**config.mk**
```make
export PLATFORM = sky130hd
export DESIGN_NAME = csv_order_record_parser
export DESIGN_NICKNAME = d
export VERILOG_FILES = /design/src/sv/cop_pkg.sv /design/src/sv/cop_parse_core.sv /design/src/sv/cop_rec_queue.sv /design/src/sv/csv_order_record_parser.sv
export VERILOG_INCLUDE_DIRS = /design/src /design/src/sv
export SDC_FILE = /design/constraint.sdc
export NUM_CORES = 2
export LEC_CHECK = 0
export BUFFER_PORTS_ARGS = -buffer_cell sky130_fd_sc_hd__buf_2
export CAP_MARGIN = 20
export CORE_MARGIN = 2
export CORE_UTILIZATION = 40
export DETAILED_ROUTE_END_ITERATION = 10
export GPL_TIMING_DRIVEN = 1
export PLACE_DENSITY = 0.61
export SETUP_SLACK_MARGIN = 0.2
export SLEW_MARGIN = 10
export SYNTH_ARGS = -nofsm -noshare
export SYNTH_HDL_FRONTEND = slang
export SYNTH_HIERARCHICAL = 1
export SYNTH_SLANG_ARGS = --single-unit
```
**constraint.sdc**
```tcl
create_clock -name clk -period 24.3 [get_ports clk]
set_input_delay 4.86 -clock clk [delete_from_list [all_inputs] [get_ports clk]]
set_output_delay 4.86 -clock clk [all_outputs]
set_load 0.02 [all_outputs]
```
**src/sv/csv_order_record_parser_defines.svh**
```systemverilog
// Assertion macros shared by the CSV order-record parser modules.
// Needs clk and rst_n in the scope of every use; define NO_ASSERTIONS to drop them.
`ifndef CSV_ORDER_RECORD_PARSER_DEFINES_SVH
`define CSV_ORDER_RECORD_PARSER_DEFINES_SVH
`ifndef NO_ASSERTIONS
`define COP_ASSERT(lbl, prop) \
  lbl: assert property (@(posedge clk) disable iff (!rst_n) prop) \
    else $error("%m: property failed");
`define COP_NEVER(lbl, cond) \
  lbl: assert property (@(posedge clk) disable iff (!rst_n) !(cond)) \
    else $error("%m: forbidden condition seen");
`else
`define COP_ASSERT(lbl, prop)
`define COP_NEVER(lbl, cond)
`endif
`endif

```
**src/sv/cop_pkg.sv**
```systemverilog
// Shared types and constants of the CSV order-record parser.
// No dependencies; used by cop_parse_core, cop_rec_queue and the top level.
package cop_pkg;

  localparam logic [7:0] CH_NUL   = 8'h00;
  localparam logic [7:0] CH_LF    = 8'h0A;
  localparam logic [7:0] CH_CR    = 8'h0D;
  localparam logic [7:0] CH_COMMA = 8'h2C;
  localparam logic [7:0] CH_MINUS = 8'h2D;
  localparam logic [7:0] CH_ZERO  = 8'h30;
  localparam logic [7:0] CH_NINE  = 8'h39;
  localparam logic [7:0] CH_B     = 8'h42;

  localparam int OUTQ_DEPTH = 4;
  localparam int OUTQ_PTR_W = $clog2(OUTQ_DEPTH);
  localparam int OUTQ_CNT_W = $clog2(OUTQ_DEPTH + 1);

  localparam int CFG_ADDR_W = 3;
  localparam logic REG_SKIP_HEADER = 1'b0;

  typedef struct packed {
    logic signed [31:0] quantity;
    logic signed [31:0] limit_price;
    logic               buy_side;
    logic [7:0]         message_kind;
    logic [63:0]        order_key;
    logic [63:0]        record_time;
  } rec_t;

  typedef struct packed {
    logic last;
    rec_t rec;
  } out_rec_t;

  typedef struct packed {
    logic a;
    logic b;
  } push_t;

  localparam int REC_W       = $bits(rec_t);
  localparam int OUT_TDATA_W = ((REC_W + 7) / 8) * 8;

endpackage

```
**src/sv/cop_parse_core.sv**
```systemverilog
// Byte parser of the CSV order-record parser: input word register, field state
// and the combinational step that yields up to two records per byte. Depends on cop_pkg.
`include "csv_order_record_parser_defines.svh"
module cop_parse_core (
  input  logic              clk,
  input  logic              rst_n,
  input  logic              skip_header,
  input  logic              in_acc,
  input  logic [7:0]        in_byte,
  input  logic              in_eos,
  output cop_pkg::push_t    push,
  output cop_pkg::out_rec_t rec_a,
  output cop_pkg::out_rec_t rec_b
);
  import cop_pkg::*;

  typedef enum logic [2:0] {
    F_TIME  = 3'd0,
    F_KEY   = 3'd1,
    F_KIND  = 3'd2,
    F_SIDE  = 3'd3,
    F_PRICE = 3'd4,
    F_QTY   = 3'd5
  } field_t;

  typedef enum logic [1:0] {
    PH_START = 2'd0,
    PH_BODY  = 2'd1,
    PH_DELIM = 2'd2,
    PH_LINE  = 2'd3
  } phase_t;

  logic        byte_vld_r;
  logic [7:0]  byte_r;
  logic        eos_r;

  logic        hdone_r,  hdone_nxt;
  field_t      fn_r,     fn_nxt;
  phase_t      ph_r,     ph_nxt;
  logic [63:0] val_r,    val_nxt;
  logic        mn_r,     mn_nxt;
  logic        open_r,   open_nxt;
  logic [63:0] time_r,   time_nxt;
  logic [63:0] key_r,    key_nxt;
  logic [7:0]  kind_r,   kind_nxt;
  logic        buy_r,    buy_nxt;
  logic [31:0] price_r,  price_nxt;

  logic        is_dlm, is_dig, is_nul, do_start;
  logic [3:0]  dig_val;
  logic [63:0] addend, acc;
  logic [31:0] flush_qty;

  function automatic out_rec_t mk_rec(input logic [63:0] t, input logic [63:0] k,
                                      input logic [7:0] kd, input logic by,
                                      input logic [31:0] pr, input logic [31:0] q);
    out_rec_t r;
    r.last             = 1'b0;
    r.rec.record_time  = t;
    r.rec.order_key    = k;
    r.rec.message_kind = kd;
    r.rec.buy_side     = by;
    r.rec.limit_price  = pr;
    r.rec.quantity     = q;
    return r;
  endfunction

  assign is_dlm  = (byte_r == CH_COMMA) || (byte_r == CH_LF) || (byte_r == CH_CR);
  assign is_dig  = (byte_r >= CH_ZERO) && (byte_r <= CH_NINE);
  assign is_nul  = (byte_r == CH_NUL);
  assign dig_val = 4'(byte_r - CH_ZERO);
  assign addend  = mn_r ? (64'd0 - {60'd0, dig_val}) : {60'd0, dig_val};
  assign acc     = (val_r << 3) + (val_r << 1) + addend;

  always_comb begin
    hdone_nxt = hdone_r;
    fn_nxt    = fn_r;
    ph_nxt    = ph_r;
    val_nxt   = val_r;
    mn_nxt    = mn_r;
    open_nxt  = open_r;
    time_nxt  = time_r;
    key_nxt   = key_r;
    kind_nxt  = kind_r;
    buy_nxt   = buy_r;
    price_nxt = price_r;
    push      = '0;
    rec_a     = '0;
    rec_b     = '0;
    do_start  = 1'b0;
    flush_qty = '0;

    if (byte_vld_r) begin
      if (skip_header && !hdone_r) begin
        if (byte_r == CH_LF) begin
          hdone_nxt = 1'b1;
          ph_nxt    = PH_LINE;
        end
      end else begin
        unique case (ph_r)
          PH_LINE:  do_start = !((byte_r == CH_LF) || (byte_r == CH_CR));
          PH_DELIM: do_start = !is_dlm;
          PH_START: do_start = 1'b1;
          PH_BODY: begin
            if (fn_r == F_KIND || fn_r == F_SIDE) begin
              if (is_dlm) begin
                fn_nxt = field_t'(fn_r + 3'd1);
                ph_nxt = PH_DELIM;
              end else if (is_nul) begin
                fn_nxt   = field_t'(fn_r + 3'd1);
                do_start = 1'b1;
              end
            end else if (is_dig) begin
              val_nxt = acc;
            end else begin
              unique case (fn_r)
                F_TIME: begin
                  time_nxt = val_r;
                  fn_nxt   = F_KEY;
                end
                F_KEY: begin
                  key_nxt = val_r;
                  fn_nxt  = F_KIND;
                end
                F_PRICE: begin
                  price_nxt = val_r[31:0];
                  fn_nxt    = F_QTY;
                end
                default: begin
                  rec_a     = mk_rec(time_r, key_r, kind_r, buy_r, price_r, val_r[31:0]);
                  push.a    = 1'b1;
                  time_nxt  = '0;
                  key_nxt   = '0;
                  kind_nxt  = '0;
                  buy_nxt   = 1'b0;
                  price_nxt = '0;
                  open_nxt  = 1'b0;
                  fn_nxt    = F_TIME;
                end
              endcase
              val_nxt = '0;
              mn_nxt  = 1'b0;
              if (is_dlm) begin
                ph_nxt = PH_DELIM;
              end else begin
                ph_nxt   = PH_START;
                do_start = 1'b1;
              end
            end
          end
        endcase

        if (do_start) begin
          if (fn_nxt == F_KIND || fn_nxt == F_SIDE) begin
            if (fn_nxt == F_KIND) begin
              kind_nxt = byte_r;
            end else begin
              buy_nxt = (byte_r == CH_B);
            end
            if (is_dlm || is_nul) begin
              fn_nxt = field_t'(fn_nxt + 3'd1);
              ph_nxt = PH_DELIM;
            end else begin
              ph_nxt = PH_BODY;
            end
          end else begin
            if (fn_nxt == F_TIME) begin
              open_nxt = 1'b1;
            end
            val_nxt = '0;
            mn_nxt  = 1'b0;
            if (is_dig) begin
              val_nxt = {60'd0, dig_val};
              ph_nxt  = PH_BODY;
            end else if (byte_r == CH_MINUS && (fn_nxt == F_PRICE || fn_nxt == F_QTY)) begin
              mn_nxt = 1'b1;
              ph_nxt = PH_BODY;
            end else if (is_dlm) begin
              unique case (fn_nxt)
                F_TIME: begin
                  time_nxt = '0;
                  fn_nxt   = F_KEY;
                end
                F_KEY: begin
                  key_nxt = '0;
                  fn_nxt  = F_KIND;
                end
                F_PRICE: begin
                  price_nxt = '0;
                  fn_nxt    = F_QTY;
                end
                default: begin
                  rec_a     = mk_rec(time_nxt, key_nxt, kind_nxt, buy_nxt, price_nxt, 32'd0);
                  push.a    = 1'b1;
                  time_nxt  = '0;
                  key_nxt   = '0;
                  kind_nxt  = '0;
                  buy_nxt   = 1'b0;
                  price_nxt = '0;
                  open_nxt  = 1'b0;
                  fn_nxt    = F_TIME;
                end
              endcase
              ph_nxt = PH_DELIM;
            end else begin
              // zero every numeric field up to the kind field, closing the record on the way
              if (fn_nxt == F_PRICE) begin
                price_nxt = '0;
              end
              if (fn_nxt == F_PRICE || fn_nxt == F_QTY) begin
                rec_a     = mk_rec(time_nxt, key_nxt, kind_nxt, buy_nxt, price_nxt, 32'd0);
                push.a    = 1'b1;
                time_nxt  = '0;
                buy_nxt   = 1'b0;
                price_nxt = '0;
              end
              if (fn_nxt != F_KEY) begin
                time_nxt = '0;
              end
              open_nxt = 1'b1;
              key_nxt  = '0;
              kind_nxt = byte_r;
              if (is_nul) begin
                fn_nxt = F_SIDE;
                ph_nxt = PH_DELIM;
              end else begin
                fn_nxt = F_KIND;
                ph_nxt = PH_BODY;
              end
            end
          end
        end
      end

      if (eos_r) begin
        if (open_nxt) begin
          if (ph_nxt == PH_BODY && !(fn_nxt == F_KIND || fn_nxt == F_SIDE)) begin
            unique case (fn_nxt)
              F_TIME:  time_nxt  = val_nxt;
              F_KEY:   key_nxt   = val_nxt;
              F_PRICE: price_nxt = val_nxt[31:0];
              default: flush_qty = val_nxt[31:0];
            endcase
          end
          if (push.a) begin
            rec_b  = mk_rec(time_nxt, key_nxt, kind_nxt, buy_nxt, price_nxt, flush_qty);
            push.b = 1'b1;
          end else begin
            rec_a  = mk_rec(time_nxt, key_nxt, kind_nxt, buy_nxt, price_nxt, flush_qty);
            push.a = 1'b1;
          end
        end
        hdone_nxt = 1'b0;
        fn_nxt    = F_TIME;
        ph_nxt    = PH_START;
        val_nxt   = '0;
        mn_nxt    = 1'b0;
        open_nxt  = 1'b0;
        time_nxt  = '0;
        key_nxt   = '0;
        kind_nxt  = '0;
        buy_nxt   = 1'b0;
        price_nxt = '0;
      end
    end

    rec_a.last = !push.b;
    rec_b.last = 1'b1;
  end

  always_ff @(posedge clk) begin
    byte_r <= in_byte;
    eos_r  <= in_eos;
    if (!rst_n) begin
      byte_vld_r <= 1'b0;
      hdone_r    <= 1'b0;
      fn_r       <= F_TIME;
      ph_r       <= PH_START;
      val_r      <= '0;
      mn_r       <= 1'b0;
      open_r     <= 1'b0;
      time_r     <= '0;
      key_r      <= '0;
      kind_r     <= '0;
      buy_r      <= 1'b0;
      price_r    <= '0;
    end else begin
      byte_vld_r <= in_acc;
      hdone_r    <= hdone_nxt;
      fn_r       <= fn_nxt;
      ph_r       <= ph_nxt;
      val_r      <= val_nxt;
      mn_r       <= mn_nxt;
      open_r     <= open_nxt;
      time_r     <= time_nxt;
      key_r      <= key_nxt;
      kind_r     <= kind_nxt;
      buy_r      <= buy_nxt;
      price_r    <= price_nxt;
    end
  end

  `COP_ASSERT(a_two_only_at_end, push.b |-> (byte_vld_r && eos_r))
  `COP_ASSERT(a_end_clears, (byte_vld_r && eos_r) |=> (!open_r && fn_r == F_TIME && ph_r == PH_START))
  `COP_ASSERT(a_line_after_header, (ph_r == PH_LINE) |-> hdone_r)

endmodule

```
**src/sv/cop_rec_queue.sv**
```systemverilog
// Result queue of the CSV order-record parser: takes up to two records a cycle,
// hands out one a cycle when popped. Depends on cop_pkg.
`include "csv_order_record_parser_defines.svh"
module cop_rec_queue (
  input  logic                        clk,
  input  logic                        rst_n,
  input  cop_pkg::push_t              push,
  input  cop_pkg::out_rec_t           rec_a,
  input  cop_pkg::out_rec_t           rec_b,
  input  logic                        pop,
  output cop_pkg::out_rec_t           head,
  output logic [cop_pkg::OUTQ_CNT_W-1:0] cnt
);
  import cop_pkg::*;

  out_rec_t               q_r [OUTQ_DEPTH];
  logic [OUTQ_PTR_W-1:0]  wr_ptr_r, rd_ptr_r;
  logic [OUTQ_CNT_W-1:0]  cnt_r;
  logic [OUTQ_CNT_W-1:0]  push_cnt;
  logic [OUTQ_PTR_W-1:0]  wr_ptr_b;

  assign push_cnt = OUTQ_CNT_W'(push.a) + OUTQ_CNT_W'(push.b);
  assign wr_ptr_b = OUTQ_PTR_W'(wr_ptr_r + 1'b1);
  assign head     = q_r[rd_ptr_r];
  assign cnt      = cnt_r;

  always_ff @(posedge clk) begin
    if (push.a) begin
      q_r[wr_ptr_r] <= rec_a;
    end
    if (push.b) begin
      q_r[wr_ptr_b] <= rec_b;
    end
    if (!rst_n) begin
      wr_ptr_r <= '0;
      rd_ptr_r <= '0;
      cnt_r    <= '0;
    end else begin
      wr_ptr_r <= OUTQ_PTR_W'(wr_ptr_r + push_cnt);
      if (pop) begin
        rd_ptr_r <= OUTQ_PTR_W'(rd_ptr_r + 1'b1);
      end
      cnt_r <= OUTQ_CNT_W'(cnt_r + push_cnt - OUTQ_CNT_W'(pop));
    end
  end

  `COP_ASSERT(a_pair_order, push.b |-> push.a)
  `COP_NEVER(a_no_overflow, (cnt_r + push_cnt) > OUTQ_CNT_W'(OUTQ_DEPTH))
  `COP_ASSERT(a_no_underflow, pop |-> (cnt_r != '0))

endmodule

```
**src/sv/csv_order_record_parser.sv**
```systemverilog
// CSV order-record parser: takes one text byte per word and emits parsed order
// records (timestamp, key, kind, side, price, quantity). Throughput is one byte
// per cycle while in_tready is high; a byte is registered on acceptance and parsed
// in the next cycle, and its records are then written into the result queue and
// offered from it. A byte that ends a quantity, opens the next record and also ends
// the stream yields two records; these drain one per cycle while out_tready is high
// from a four-entry result queue, and the input stalls only while that queue cannot
// hold two more records. skip_header (address 0, reset 1) drops each stream's first line.
// Depends on cop_pkg, cop_parse_core and cop_rec_queue.
module csv_order_record_parser (
  input  logic                             clk,
  input  logic                             rst_n,
  input  logic                             in_tvalid,
  output logic                             in_tready,
  input  logic [7:0]                       in_tdata,   // [7:0] data_byte
  input  logic                             in_tlast,   // end_of_stream
  output logic                             out_tvalid,
  input  logic                             out_tready,
  // [63:0] record_time, [127:64] order_key, [135:128] message_kind,
  // [136] buy_side, [168:137] limit_price, [200:169] quantity, rest zero
  output logic [cop_pkg::OUT_TDATA_W-1:0]  out_tdata,
  output logic                             out_tlast,  // last_of_run
  input  logic                             psel,
  input  logic                             penable,
  input  logic                             pwrite,
  input  logic [cop_pkg::CFG_ADDR_W-1:0]   paddr,
  input  logic [31:0]                      pwdata,
  output logic [31:0]                      prdata,
  output logic                             pready
);
  import cop_pkg::*;

  logic                  skip_hdr_r;
  logic                  in_acc;
  push_t                 push;
  out_rec_t              rec_a, rec_b, head;
  logic [OUTQ_CNT_W-1:0] q_cnt;
  logic [OUTQ_CNT_W-1:0] push_cnt;
  logic                  reg_sel;

  assign pready  = 1'b1;
  assign reg_sel = (paddr[CFG_ADDR_W-1:2] == REG_SKIP_HEADER);

  always_ff @(posedge clk) begin
    if (!rst_n) begin
      skip_hdr_r <= 1'b1;
    end else if (psel && penable && pwrite && pready && reg_sel) begin
      skip_hdr_r <= pwdata[0];
    end
  end

  always_comb begin
    prdata = '0;
    if (reg_sel) begin
      prdata[0] = skip_hdr_r;
    end
  end

  assign push_cnt  = OUTQ_CNT_W'(push.a) + OUTQ_CNT_W'(push.b);
  assign in_tready = (q_cnt + push_cnt) <= OUTQ_CNT_W'(OUTQ_DEPTH - 2);
  assign in_acc    = in_tvalid && in_tready;

  cop_parse_core u_core (
    .clk         (clk),
    .rst_n       (rst_n),
    .skip_header (skip_hdr_r),
    .in_acc      (in_acc),
    .in_byte     (in_tdata),
    .in_eos      (in_tlast),
    .push        (push),
    .rec_a       (rec_a),
    .rec_b       (rec_b)
  );

  cop_rec_queue u_queue (
    .clk   (clk),
    .rst_n (rst_n),
    .push  (push),
    .rec_a (rec_a),
    .rec_b (rec_b),
    .pop   (out_tvalid && out_tready),
    .head  (head),
    .cnt   (q_cnt)
  );

  assign out_tvalid = (q_cnt != '0);
  assign out_tdata  = {{(OUT_TDATA_W - REC_W){1'b0}}, head.rec};
  assign out_tlast  = head.last;

endmodule

```
==> impl_results.html <==
<table>
<tr><th>Metric</th><th>Value</th></tr>
<tr><th colspan="2">Detailed routing</th></tr>
<tr><td>First-pass detailed-route iteration total</td><td>6</td></tr>
<tr><td>Overall via count from detail_route</td><td>43100</td></tr>
<tr><td>Remaining DRCs</td><td>0</td></tr>
<tr><td>Drt via density</td><td>around 6</td></tr>
<tr><td>DRT iter0 DRCs</td><td>roughly 4300</td></tr>
<tr><td>Wire length reported by the detailed router</td><td>roughly 190000 um</td></tr>
<tr><td>Wire per inst</td><td>around 26 um</td></tr>
<tr><td>Post-detailed-route count of antenna-violating nets</td><td>0</td></tr>
<tr><th colspan="2">Clock tree</th></tr>
<tr><td>Clock insertion delay at the later pin of the skew report</td><td>approximately 770 ps</td></tr>
<tr><td>Post-CTS setup buffers</td><td>0</td></tr>
<tr><td>Clock buffers created by TritonCTS</td><td>114</td></tr>
<tr><td>Hold_buf cts</td><td>0</td></tr>
<tr><td>Worst-case clock buffer depth</td><td>3</td></tr>
<tr><td>CTS root buffer</td><td>sky130_fd_sc_hd__clkbuf_16</td></tr>
<tr><td>H-tree depth reported by CTS</td><td>3</td></tr>
<tr><td>Clock Sinks</td><td>~1100</td></tr>
<tr><td>TritonCTS clock tree</td><td>built</td></tr>
<tr><td>Clock transition at the registers of the reported paths</td><td>about 60 ps</td></tr>
<tr><td>Resized cells post-CTS</td><td>0</td></tr>
<tr><th colspan="2">Floorplan</th></tr>
<tr><td>Initial core utilization</td><td>about two fifths</td></tr>
<tr><td>Row cnt</td><td>around 150</td></tr>
<tr><td>Die Height</td><td>401 um</td></tr>
<tr><td>IO Count</td><td>295</td></tr>
<tr><td>Full die area</td><td>roughly 0.16 sq mm</td></tr>
<tr><td>Area inside the core boundary</td><td>between 0.15 and 0.2 sq mm</td></tr>
<tr><td>Overall die width</td><td>401 um</td></tr>
<tr><th colspan="2">Synthesis</th></tr>
<tr><td>Share of flip-flops with an asynchronous set or reset after synthesis</td><td>0%</td></tr>
<tr><td>Post-synthesis register bit count</td><td>between 1000 and 1500</td></tr>
<tr><td>Synthesis warning total</td><td>6</td></tr>
<tr><td>Proportion of netlist area held by the largest area contributor</td><td>between 30% and 40%</td></tr>
<tr><td>Mean instance size in the synthesized netlist</td><td>about 12 sq um</td></tr>
<tr><td>Number of flops mapped to enable cells by yosys</td><td>about 810</td></tr>
<tr><td>Main area contributors after synthesis</td><td>sky130_fd_sc_hd__edfxtp_1 38%, sky130_fd_sc_hd__mux2_2 14%, sky130_fd_sc_hd__dfxtp_1 8.3%, sky130_fd_sc_hd__mux4_2 7.2%, sky130_fd_sc_hd__buf_4 3.2%</td></tr>
<tr><td>Combined area of all synthesized cells</td><td>0.0631 sq mm</td></tr>
<tr><td>Synth Flop Type</td><td>sky130_fd_sc_hd__edfxtp_1</td></tr>
<tr><td>Most numerous cell types in the synthesized netlist</td><td>808 x sky130_fd_sc_hd__edfxtp_1, 806 x sky130_fd_sc_hd__mux2_2, 322 x sky130_fd_sc_hd__nand2_1, 266 x sky130_fd_sc_hd__buf_4, 263 x sky130_fd_sc_hd__a22oi_1</td></tr>
<tr><td>Register area share after synthesis</td><td>between 40% and 50%</td></tr>
<tr><td>Biggest area consumer among synthesized cells</td><td>sky130_fd_sc_hd__edfxtp_1</td></tr>
<tr><td>Mapped Cells</td><td>between 5000 and 6000</td></tr>
<tr><td>Post-synthesis cell type count</td><td>roughly 110</td></tr>
<tr><td>Most common cell in the netlist</td><td>sky130_fd_sc_hd__edfxtp_1</td></tr>
<tr><th colspan="2">Final layout</th></tr>
<tr><td>Final non-filler cell area</td><td>0.0687 sq mm</td></tr>
<tr><td>Final Core Density</td><td>43.9%</td></tr>
<tr><td>Fraction of final layout cells with drive strength greater than 1</td><td>a little under a third</td></tr>
<tr><td>NumNets Final</td><td>~5300</td></tr>
<tr><td>Area Growth Syn to Fin</td><td>8.83%</td></tr>
<tr><th colspan="2">Setup path</th></tr>
<tr><td>Worst path required time</td><td>just under 20000 ps</td></tr>
<tr><td>CP startpoint kind</td><td>flop</td></tr>
<tr><td>CP Max Fanout</td><td>between 50 and 60</td></tr>
<tr><td>Count of buffering cells on the critical path with inverters included</td><td>6</td></tr>
<tr><td>Data arrival time of the critical path</td><td>just under 8000 ps</td></tr>
<tr><td>Setup Crit Path Kind</td><td>flop to output pin</td></tr>
<tr><td>Highest cell delay on the worst timing path</td><td>between 800 and 900 ps</td></tr>
<tr><td>Worst Setup End Kind</td><td>output pin</td></tr>
<tr><td>Kind of cell adding the most delay to the critical path</td><td>simple AND/OR/NAND/NOR gates</td></tr>
<tr><td>Most used cell, CP</td><td>sky130_fd_sc_hd__ha_1</td></tr>
<tr><td>Critical Path Slowest Stage Cell</td><td>sky130_fd_sc_hd__nor3_1</td></tr>
<tr><td>FF-to-FF setup slack</td><td>14310 ps</td></tr>
<tr><td>Critical path, cell by cell</td><td>inv_1 -&gt; ha_1 -&gt; nor2b_1 -&gt; nor3_1 -&gt; nand2_1 -&gt; o211ai_1 -&gt; ha_1 -&gt; ha_1 -&gt; inv_1 -&gt; o21ai_1 -&gt; nor2_8 -&gt; a2111oi_4 -&gt; buf_4 -&gt; and2_4 -&gt; buf_4 -&gt; nand2b_1 -&gt; inv_1 -&gt; fa_1 -&gt; ha_1 -&gt; a21oi_1 -&gt; buf_2</td></tr>
<tr><th colspan="2">STA</th></tr>
<tr><td>Number of pins with negative max-slew slack in the final report</td><td>0</td></tr>
<tr><td>Slew margin rel.</td><td>just under 6%</td></tr>
<tr><td>Total setup violations reported at the end of the flow</td><td>0</td></tr>
<tr><td>Final clock period utilization by the worst path</td><td>52.1%</td></tr>
<tr><td>Unrepaired setup endpoints after global routing</td><td>no</td></tr>
<tr><td>Max Freq</td><td>0.0790 GHz</td></tr>
<tr><td>Period minus WS final</td><td>12660 ps</td></tr>
<tr><td>Final worst clock skew</td><td>between 60 and 70 ps</td></tr>
<tr><td>Least-Margin Pin Slew</td><td>roughly 1400 ps</td></tr>
<tr><td>Final count of hold timing violations</td><td>0</td></tr>
<tr><td>Aggregate negative setup slack</td><td>0 ps</td></tr>
<tr><th colspan="2">Min path</th></tr>
<tr><td>Class of the tightest hold or removal check</td><td>flop to flop</td></tr>
<tr><th colspan="2">Global routing</th></tr>
<tr><td>Overall track demand over capacity in global routing</td><td>around 23%</td></tr>
<tr><td>Via count of the first global-routing pass</td><td>between 40000 and 50000</td></tr>
<tr><td>Total gr overflow</td><td>0</td></tr>
<tr><td>Global-route wire length before repair</td><td>between 200000 and 300000 um</td></tr>
<tr><td>Pin count of the biggest net entering global routing</td><td>123</td></tr>
<tr><td>Antenna violations before repair</td><td>6</td></tr>
<tr><th colspan="2">Power and ir drop</th></tr>
<tr><td>Leakage dissipation</td><td>24.7 nW</td></tr>
<tr><td>Post-route total power</td><td>0.00446 W</td></tr>
<tr><td>VDD IR-drop max</td><td>0.0637 mV</td></tr>
<tr><td>Power density relative to cell area</td><td>65.0 mW/mm^2</td></tr>
<tr><th colspan="2">Job</th></tr>
<tr><td>Max-capacitance violation count</td><td>0</td></tr>
<tr><th colspan="2">Place</th></tr>
<tr><td>Placed wire-length estimate</td><td>roughly 120000 um</td></tr>
<tr><td>Final RePlAce weighted congestion</td><td>around 0.95</td></tr>
<tr><td>Standard cell area after detailed placement</td><td>0.0650 sq mm</td></tr>
<tr><td>Number of buffers added on ports</td><td>222</td></tr>
<tr><th colspan="2">Run status</th></tr>
<tr><td>Result of the run</td><td>completed</td></tr>
</table>
[worst register-to-register path, delay by kind of cell, from the launching register on]
family	cells	cell delay, ps
simple gates	7	2650
fa+ha+maj	3	810
compound gates	3	1260
buf+inv	8	3930
flops	1	540
mux	1	570
[metal layers]
metal	wire, um	share of wire [%]	global-route usage (%)
met1	81700	44	31.5
met2	85700	46	35.4
met3	13800	7.4	3.88
met4	5940	3.2	7.92
met5	0	0	0
[through the flow]
step | instances | setup slack, ps | hold WS [ps]
CTS | 7261 | 11680 | 515
global route | 7261 | 11230 | 548
detailed placement | 7046 | 12540 | 506
global placement | 7044 | 12570 | 483
floorplan | 5313 | 5200 | 465
finish | 7263 | 11640 | 511
[registers in the layout, indices dropped and copies added, names as in the netlist, 2 cells and up, named ones only]
name	count
u_queue/wr_ptr_r	2
u_queue/cnt	3
u_queue/rd_ptr_r	2
u_core/ph_r	2
u_core/byte_r	8
u_core/key_r	64
u_core/fn_r	3
u_core/val_r	64
u_core/time_r	64
u_core/kind_r	8
u_core/price_r	32
u_queue/q_r	808
[layout make-up]
type,count,area (sq um)
Antenna cell,2,5.00
Clock inverter,58,484
Multi-Input combinational cell,3543,30800
Tap cell,2058,2570
Sequential cell,1069,29500
Timing Repair Buffer,318,1920
Clock buffer,157,3160
Fill cell,14400,87700
Inverter,58,225
[kinds of logic after synthesis]
group                      synth area share (%)
DFF                                        46.7
AOI/OAI and AO/OA                          13.3
xor gates and xnor gates                  0.904
adders and majority gates                  3.65
and+or+nand+nor                            7.51
other                                    0.0238
muxes                                      21.9
buffers and inverters                      6.02
[cell usage in the layout, fill, tap and decap left out, types with 31 or more instances in the layout]
cell type	n
sky130_fd_sc_hd__a32o_1	78
sky130_fd_sc_hd__ha_1	83
sky130_fd_sc_hd__xnor2_1	32
sky130_fd_sc_hd__edfxtp_1	808
sky130_fd_sc_hd__o2bb2ai_1	82
sky130_fd_sc_hd__conb_1	233
sky130_fd_sc_hd__mux2_2	806
sky130_fd_sc_hd__a21oi_1	173
sky130_fd_sc_hd__clkbuf_16	117
sky130_fd_sc_hd__nor2_1	164
sky130_fd_sc_hd__a22oi_1	263
sky130_fd_sc_hd__mux4_2	202
sky130_fd_sc_hd__nand2_1	319
sky130_fd_sc_hd__o31ai_1	36
sky130_fd_sc_hd__a21o_1	53
sky130_fd_sc_hd__dfxtp_1	259
sky130_fd_sc_hd__nor2b_1	155
sky130_fd_sc_hd__inv_1	55
sky130_fd_sc_hd__a221o_1	31
sky130_fd_sc_hd__and2_1	115
sky130_fd_sc_hd__buf_2	223
sky130_fd_sc_hd__o21ai_0	121
sky130_fd_sc_hd__fa_1	63
sky130_fd_sc_hd__buf_4	87
[worst paths after layout]
kind                                      from                  to  cells after the start
worst max-delay path            u_core/fn_r[0]           in_tready                     21
worst min-delay path             u_core/open_r       u_core/open_r                      2
worst max register to register  u_core/fn_r[0]  u_queue/q_r[1][91]                     22
worst min register to register   u_core/open_r       u_core/open_r                      2
[where the power goes]
part / total (W) / leakage, nW / switching, W / internal (W)
combinational: 0.000773 / 13.6 / 0.000466 / 0.000306
clock: 0.00172 / 1.78 / 0.000761 / 0.000954
sequential: 0.00197 / 9.39 / 0.0000299 / 0.00194
Note: power is estimated with default switching activity, not from simulation.
